$ cat src/dsc_pkg.sv
// shared constants and types for the distinct subsequence counter
`default_nettype none
package dsc_pkg;

  // capacity and arithmetic width
  localparam int PATTERN_MAX = 64;
  localparam int COUNT_BITS  = 32;

  // field widths fixed by the item formats
  localparam int CMD_BITS   = 1;
  localparam int POS_BITS   = 6;
  localparam int CHAR_BITS  = 8;
  localparam int CFG_BITS   = 7;
  localparam int OUT_BITS   = 32;

  // derived widths
  localparam int LEN_BITS   = $clog2(PATTERN_MAX + 1);
  localparam int SLOT_BITS  = (PATTERN_MAX > 1) ? $clog2(PATTERN_MAX) : 1;
  localparam int GROUP_SIZE = 8;
  localparam int GROUPS     = (PATTERN_MAX + GROUP_SIZE - 1) / GROUP_SIZE;

  localparam logic [COUNT_BITS-1:0] COUNT_MAX = '1;
  localparam logic [COUNT_BITS-1:0] COUNT_ONE = COUNT_BITS'(1);

  // command codes
  localparam logic [CMD_BITS-1:0] CMD_LOAD   = 1'b0;
  localparam logic [CMD_BITS-1:0] CMD_STREAM = 1'b1;

  // control broadcast to every cell
  typedef struct packed {
    logic                 clear;
    logic                 load;
    logic                 update;
    logic [POS_BITS-1:0]  position;
    logic [CHAR_BITS-1:0] ch;
    logic [LEN_BITS-1:0]  len;
  } cell_ctl_t;

endpackage
`default_nettype wire

$ cat src/dsc_cell.sv
// one pattern position: pattern byte, count entry and sticky saturation flag
`default_nettype none
module dsc_cell (
  input  wire logic                             clk,
  input  wire logic                             rst,
  input  wire logic [dsc_pkg::SLOT_BITS-1:0]    slot,
  input  wire dsc_pkg::cell_ctl_t               ctl,
  input  wire logic [dsc_pkg::COUNT_BITS-1:0]   prev_count,
  output logic      [dsc_pkg::COUNT_BITS-1:0]   count,
  output logic      [dsc_pkg::COUNT_BITS-1:0]   tap,
  output logic                                  sat
);

  logic [dsc_pkg::CHAR_BITS-1:0]  pattern;
  logic [dsc_pkg::COUNT_BITS:0]   sum;
  logic [dsc_pkg::LEN_BITS-1:0]   entry;
  logic                           active;
  logic                           hit;

  // this cell holds row entry slot + 1
  assign entry  = dsc_pkg::LEN_BITS'(slot) + dsc_pkg::LEN_BITS'(1);
  assign active = entry <= ctl.len;
  assign hit    = ctl.update && active && (pattern == ctl.ch);
  assign sum    = {1'b0, count} + {1'b0, prev_count};
  assign tap    = (entry == ctl.len) ? count : '0;

  // pattern byte, written by a load item aimed at this slot
  always_ff @(posedge clk) begin
    if (ctl.load && (int'(ctl.position) == int'(slot))) begin
      pattern <= ctl.ch;
    end
  end

  // count entry with saturating add of the left neighbor's old value
  always_ff @(posedge clk) begin
    if (rst || ctl.clear) begin
      count <= '0;
      sat   <= 1'b0;
    end else if (hit) begin
      if (sum[dsc_pkg::COUNT_BITS]) begin
        count <= dsc_pkg::COUNT_MAX;
        sat   <= 1'b1;
      end else begin
        count <= sum[dsc_pkg::COUNT_BITS-1:0];
      end
    end
  end

endmodule
`default_nettype wire

$ cat config.mk
export PLATFORM = sky130hd
export DESIGN_NAME = dsc_cell
export DESIGN_NICKNAME = d
export VERILOG_FILES = /design/src/dsc_pkg.sv /design/src/dsc_cell.sv
export SDC_FILE = /design/constraint.sdc
export NUM_CORES = 1
export LEC_CHECK = 0
export BUFFER_PORTS_ARGS = -buffer_cell sky130_fd_sc_hd__buf_4
export CAP_MARGIN = 20
export CORE_ASPECT_RATIO = 1.1
export CORE_MARGIN = 2
export CORE_UTILIZATION = 47
export CTS_BUF_LIST = sky130_fd_sc_hd__clkbuf_16
export DETAILED_ROUTE_END_ITERATION = 6
export GPL_TIMING_DRIVEN = 0
export MAX_ROUTING_LAYER = met4
export PLACE_DENSITY = 0.78
export SKIP_LAST_GASP = 1
export SLEW_MARGIN = 5
export SYNTH_ARGS = -nofsm -noshare
export SYNTH_HDL_FRONTEND = slang
export SYNTH_SLANG_ARGS = --single-unit
$ cat constraint.sdc
create_clock -name clk -period 2.55 [get_ports clk]
set_input_delay 0.255 -clock clk [delete_from_list [all_inputs] [get_ports clk]]
set_output_delay 0.255 -clock clk [all_outputs]
set_load 0.05 [all_outputs]
==> results.yml, run 1 <==
layout:
  sequential_cell_area_sq_um: 924.6
  finalInstanceArea_sq_um: 5588
  area_delta_synth_final_pct: 47.20
  antenna-diode-count: 0
  area_occupied_by_multi_input_gates_sq_um: 3088
  nNetsFinal: 733
  final_layout_fill_cell_count: 614
  post-route-util_pct: 71.00
  finish.cell_count_without_fillers: 737
  final_layout_size_suffix_gt1_share_pct: 37.36
place:
  place.detailed.instances: 715
  globalplace.congestion: 0.8970
  dp_hpwl_mm: 8.839
  port-buffer-count: 128
  pre_cts_ws_ps: -700.0
  placedInstanceArea_sq_um: 4964
yosys:
  synth_top_cells_by_count: "51 x o21ai_0, 41 x a21oi_1, 40 x ha_1"
  synthMostInstantiatedCell: "o21ai_0"
  synth.cell_area_sq_um: 3796
  netlist_instances: 478
  ys_async_sr_fraction_pct: 0
  postSynthNetCount: 583
  post_synth_xor_xnor_area_pct: 10.15
  ys_ff_latch: 41
  ys_seq_area_share_pct: 23.73
  yosysUniqueCellTypes: 51
  postSynthAreaPerCell_sq_um: 7.942
  yosys_most_used_dff: "dfxtp_1"
  share_of_the_synthesized_area_in_the_top_cell_type_pct: 17.40
  synth_largest_area_cell: "dfxtp_1"
  synth_enable_flop_cells: 8
  synth_area_in_compound_gates_pct: 26.01
  dominant_combinational_cell_family_by_area_after_synthesis: "compound AO/OA/AOI/OAI gates"
  netlist_top_cells_area: "dfxtp_1 17%, ha_1 13%, o21ai_0 6.7%"
  synthSimpleGateAreaFrac_pct: 22.41
  synth_adder_area_share_pct: 13.71
  synth.mux.area_fraction_pct: 0.2966
  synth.yosys.warnings: 0
timing:
  timing.final.ws_setup_ps: -156.1
  final_hold_slack_ps: 160.5
  max_clock_freq_mhz: 369.5
  worst_slew_margin_rel_pct: 68.56
  grt_setup_unrepaired: "yes"
  layout_skew_ps: 10.03
  timing_max_transition_violations_final: 0
  period_needed_ps: 2706
  setup_viol_count_final: 33
  final.period_utilization_pct: 106.1
  finalSetupTns_ps: -2084
  timing.final.hold_violations: 0
  timing_worst_slew_pin_value_ps: 471.6
global_route:
  pin_count_of_the_biggest_net_entering_global_routing: 13
  grt_pass1_vias: 4022
  grt_usage_pct: 27.84
  grt_antenna_before_repair: 0
  globalRoute.totalOverflow: 0
  first_pass_grt_wire_length_mm: 18.95
clocking:
  clockBufferDepth: 2
  clock_tree.root_cell: "clkbuf_16"
  cts_made_buffers: 5
  clock_tree.htree_level_count: 2
  cts_tree: "built"
  worst_skew_late_latency_ps: 290
  cts_sinks: 41
  clk_pin_slew_worst_setup_hold_paths_ps: 60
drt:
  num_vias: 4253
  average_wire_length_per_cell_after_detail_routing_um: 16.74
  post-route-drc-count: 0
  antenna_violating_nets_post_route: 0
  drt-vias-per-instance: 5.771
  drt_wl_total_mm: 12.34
  drt_pass1_iterations: 5
  detail_route.iter0.violations: 184
critical_path:
  cp_data_arrival_time_ps: 2880
  r2r-end: "count[31]"
  ff2ff_path_depth: 11
  worst-r2r-setup-slack_ps: -160
  critical_path_peak_fanout: 4
  timing.setup.critical_path_class: "reg2reg"
  cp.required_ps: 2730
  rr_startpoint: "count[0]"
  critPathCaptureType: "flip-flop"
  start_kind: "flip-flop"
die:
  core_area_sq_um: 7870
  floorplan.die.width_um: 89.69
  die_h_um: 98.26
  die_area_sq_um: 8813
  placementRows: 34
  effective_utilization_at_floorplan_pct: 48.24
  design.portCount: 129
worst_hold_path:
  timing.hold.worst.class: "in2reg"
  min-delay-start: "ctl[8]"
  worst_hold_path.num_cells: 1
  hold_path_end: "pattern[1]"
pwr:
  finalPower_mw: 1.609
  power.density_cell_area_nw_per_um2: 287.9
  pwr-share-clk_pct: 39.6
  p_sw_share_pct: 27.47
  worst_ir_drop_vdd_v: 0.0002515
  seq_power_share_pct: 41.0
  comb_power_share_pct: 19.4
  power.internal_mw: 1.167
  p_switching_mw: 0.4418
  leakagePower_nw: 2.558
status:
  failed_checks: "setup timing"
  outcome: "complete, but fails checks"
job:
  cap_viol_max_count: 0
[kinds of logic (layout without fill, tap and decap cells)]
kind of cell	Yosys count	after routing
AND/OR/NAND/NOR	158	158
buffers and inverters	33	184
multiplexers	1	1
flip-flops	41	41
adder cells (fa/ha/maj)	41	41
XOR/XNOR	44	44
AO/OA/AOI/OAI	160	160
[placed cells by master (no fill, tap or decap), drive strengths merged, types with 3 or more instances in the layout]
master  count
o211ai      4
nor3b       3
nand4      12
buf       154
a31oi      13
dfxtp      33
nand2b      3
and3        8
a21oi      41
edfxtp      8
and2       38
nor4        3
or3         3
a211oi      5
o21a        3
a21boi      4
inv        10
xor2       17
a21o       18
nand2      29
o21bai      4
nand3      10
o21ai      51
clkbuf     18
nor3       14
xnor2      27
ha         40
and4        3
nor2       25
[critical path, stage by stage, from the launching register on]
cell and delay [ps]:
dfxtp_4 350, ha_4 160, fa_2 370, a211oi_4 280, o211ai_1 140, nand4_1 250
a211oi_2 150, o32a_4 440, buf_4 150, nor3b_2 140, mux2_4 150, nor2_1 30
[per-layer routing]
metal,routed length (um),vias up,track usage [%]
met2,6061,172,45.42
met1,5195,1996,34.50
met3,881,22,5.072
met4,200,0,8.381
li1,-,2063,-
met5,0,-,-
[layout make-up]
class / count / area share [%]
Buffer: 18 / 2.217
Clock buffer: 5 / 2.239
Clock inverter: 3 / 0.2463
Inverter: 9 / 0.6046
Multi-Input combinational cell: 404 / 55.26
Sequential cell: 41 / 16.55
Tap cell: 108 / 2.418
Timing Repair Buffer: 149 / 20.47
[power groups by stage]
stage,sequential (mW),clock (mW),combinational (mW)
6_report,0.660,0.638,0.311
5_1_grt,0.660,0.668,0.339
4_1_cts,0.660,0.634,0.297
3_5_place_dp,0.674,0,0.277
3_3_place_gp,0.674,0,0.267
2_1_floorplan,0.676,0,0.151
[sequential cells by signal (all words and copies together), names as in the netlist]
signal   cells
count       32
pattern      8
sat          1
[worst max-delay path by stage]
stage,from,slack (ps),to,depth (start not counted)
2_1_floorplan,count[1],-30,count[31],10
3_3_place_gp,slot[0],-600,count[17],12
3_5_place_dp,slot[0],-700,count[11],12
4_1_cts,count[0],-40,count[21],11
5_1_grt,count[18],-230,count[31],10
6_report,count[0],-160,count[31],11
[repair_timing]
action	4_1_cts	5_1_grt
buffers inserted	16	5
setup endpoints to repair	63	63
hold buffers	0	0
gates resized for setup	48	40
gates cloned	2	0
pin swaps	17	18
(Power assumes the default switching activity.)
==> run 2, diff against run 1 <==
- PLACE_DENSITY: 0.78 -> 0.83
==> run 2 against run 1 <==
The flow still finishes with violations (setup timing). Sequential cell count stayed put. Clock skew down 6.2 ps. Combinational power about the same. Count of clock-buffer cells in the layout unchanged. Global-route usage fell by 1.3 points. Largest cell class unchanged. Setup slack improved by 55 ps. Routed wire length shrank 2.4%. Core utilization shrank 1.1 points. Via count down 0.35%. Register-to-register slack better by 50 ps. Largest power group unchanged.
==> results.yml, run 2 (same netlist as run 1, synthesis figures left out) <==
die:
  die_area_sq_um: 8813
  die_h_um: 98.26
  placementRows: 34
  design.portCount: 129
  floorplan.die.width_um: 89.69
  effective_utilization_at_floorplan_pct: 48.24
  core_area_sq_um: 7870
clocking:
  clock_tree.root_cell: "clkbuf_16"
  worst_skew_late_latency_ps: 290
  cts_made_buffers: 5
  postCtsHoldBufs: 0
  clk_pin_slew_worst_setup_hold_paths_ps: 60
  clock_tree.htree_level_count: 2
  cts_sinks: 41
  cts_tree: "built"
  clockBufferDepth: 2
global_route:
  globalRoute.totalOverflow: 0
  grt_antenna_before_repair: 0
  first_pass_grt_wire_length_mm: 18.49
  grt_pass1_vias: 4067
  pin_count_of_the_biggest_net_entering_global_routing: 15
  grt_usage_pct: 26.55
drt:
  antenna_violating_nets_post_route: 0
  post-route-drc-count: 0
  detail_route.iter0.violations: 228
  drt_wl_total_mm: 12.05
  num_vias: 4238
  average_wire_length_per_cell_after_detail_routing_um: 16.55
  drt_pass1_iterations: 5
  drt-vias-per-instance: 5.821
job:
  cap_viol_max_count: 0
layout:
  final_layout_fill_cell_count: 617
  final_layout_size_suffix_gt1_share_pct: 34.52
  antenna-diode-count: 0
  post-route-util_pct: 69.89
  layout_commonest_cell: "buf_4"
  area_delta_synth_final_pct: 44.89
  most-common-layout-cells: "139 x buf_4, 51 x o21ai_0, 38 x and2_1, 37 x a21oi_1, 36 x ha_1"
  largest_register: "count"
  nNetsFinal: 724
  largest_reg_flops: 32
  biggestRegsByFlops: "count: 32 flops, pattern: 8 flops, sat: 1 flops"
worst_hold_path:
  timing.hold.worst.class: "in2reg"
  worst_hold_path.num_cells: 1
timing:
  grt_setup_unrepaired: "yes"
  timing.final.hold_violations: 0
  final_hold_slack_ps: 155.3
  timing.final.ws_setup_ps: -101.4
  timing_max_transition_violations_final: 0
  setup_viol_count_final: 18
  timing_worst_slew_pin_value_ps: 902.9
  final.period_utilization_pct: 104.0
  worst_slew_margin_rel_pct: 39.31
  layout_skew_ps: 3.833
  period_needed_ps: 2651
  max_clock_freq_mhz: 377.2
pwr:
  power.internal_mw: 1.175
  p_switching_mw: 0.4448
  seq_power_share_pct: 40.7
  power.density_cell_area_nw_per_um2: 294.6
  leakagePower_nw: 2.517
  comb_power_share_pct: 19.4
  p_sw_share_pct: 27.46
  worst_ir_drop_vdd_v: 0.0003509
  pwr-share-clk_pct: 39.9
critical_path:
  critical-path-slowest-cell: "o32a_4"
  cp_data_arrival_time_ps: 2830
  critical_path_peak_fanout: 8
  timing.setup.critical_path_class: "reg2reg"
  ff2ff_path_depth: 11
  critical_path.most_common_cell: "a21o_1"
  critPathCaptureType: "flip-flop"
  worst_path_largest_cell_delay_ps: 440
  timing.critical_path.cells: "ha_4 -> buf_6 -> a21o_1 -> a21o_1 -> a211o_1 -> a311o_1 -> o32a_4 -> buf_8 -> nor3_4 -> mux2_4 -> nor2_1"
  cp.required_ps: 2730
  path_buf_inv: 2
  path_delay_family: "compound AO/OA/AOI/OAI gates"
  critical_path_cell_count: 11
  start_kind: "flip-flop"
place:
  port-buffer-count: 128
  dp_hpwl_mm: 8.621
  pre_cts_ws_ps: -801.9
  globalplace.congestion: 0.9662
status:
  outcome: "complete, but fails checks"
  failed_checks: "setup timing"
-- run 2: cell count changes in the layout (fill, tap and decap cells not counted), moves of 3 or more --
cell | before | now
a21oi_1 | 25 | 37
buf_6 | 6 | 1
a21oi_2 | 15 | 3
nor3_4 | 1 | 4
buf_4 | 145 | 139
-- run 2: stage by stage --
| stage | TNS, ps | std cells | area (sq um) | power (mW) |
|---|---|---|---|---|
| 2_1_floorplan | -32.84 | 478 | 3854 | 0.8265 |
| 3_3_place_gp | -23160 | 714 | 4950 | 0.9385 |
| 3_5_place_dp | -28810 | 714 | 4956 | 0.9502 |
| 4_1_cts | -493.9 | 727 | 5309 | 1.604 |
| 5_1_grt | -3810 | 728 | 5500 | 1.677 |
| 6_report | -1020 | 728 | 5500 | 1.620 |
-- run 2: layer usage --
layer | vias up | GRT usage (%) | share of wire (%)
met4 | 0 | 8.266 | 3.2
met2 | 190 | 45.59 | 50
li1 | 2050 | - | -
met3 | 46 | 3.128 | 6.1
met1 | 1952 | 31.75 | 40
met5 | - | - | 0
-- run 2: worst register-to-register path, cell delays in order (launching register included) --
cell and delay, ps:
dfxtp_4 360, ha_4 230, buf_6 130, a21o_1 170
a21o_1 170, a211o_1 260, a311o_1 340, o32a_4 440
buf_8 170, nor3_4 100, mux2_4 150, nor2_1 30
-- run 2: what timing repair did --
action,in CTS,in global routing
pin swaps,12,18
buffers inserted,7,3
cloned,1,1
setup endpoints to repair,63,63
resized for setup,27,40
-- run 2: final timing paths --
path	start	to	slack, ps
hold / removal	ctl[9]	pattern[2]	160
setup / recovery	count[25]	count[31]	-100
setup reg to reg	count[25]	count[31]	-100
hold reg to reg	sat	sat	550
-- run 2: power by group through the flow --
stage	Clock, mW	Combinational [mW]	Sequential (mW)
detailed placement	0	0.276	0.674
CTS	0.650	0.294	0.660
global placement	0	0.264	0.674
floorplan	0	0.151	0.676
finish	0.647	0.314	0.660
global route	0.677	0.340	0.660
-- run 2: area by class of cell --
cell class                      count  area, sq um  area share [%]
Buffer                             18        127.6           2.320
Clock inverter                      3        22.52          0.4095
Timing Repair Buffer              140         1087           19.77
Sequential cell                    41        924.6           16.81
Tap cell                          108        135.1           2.457
Clock buffer                        5        125.1           2.275
Inverter                            9        33.78          0.6142
Multi-Input combinational cell    404         3044           55.35
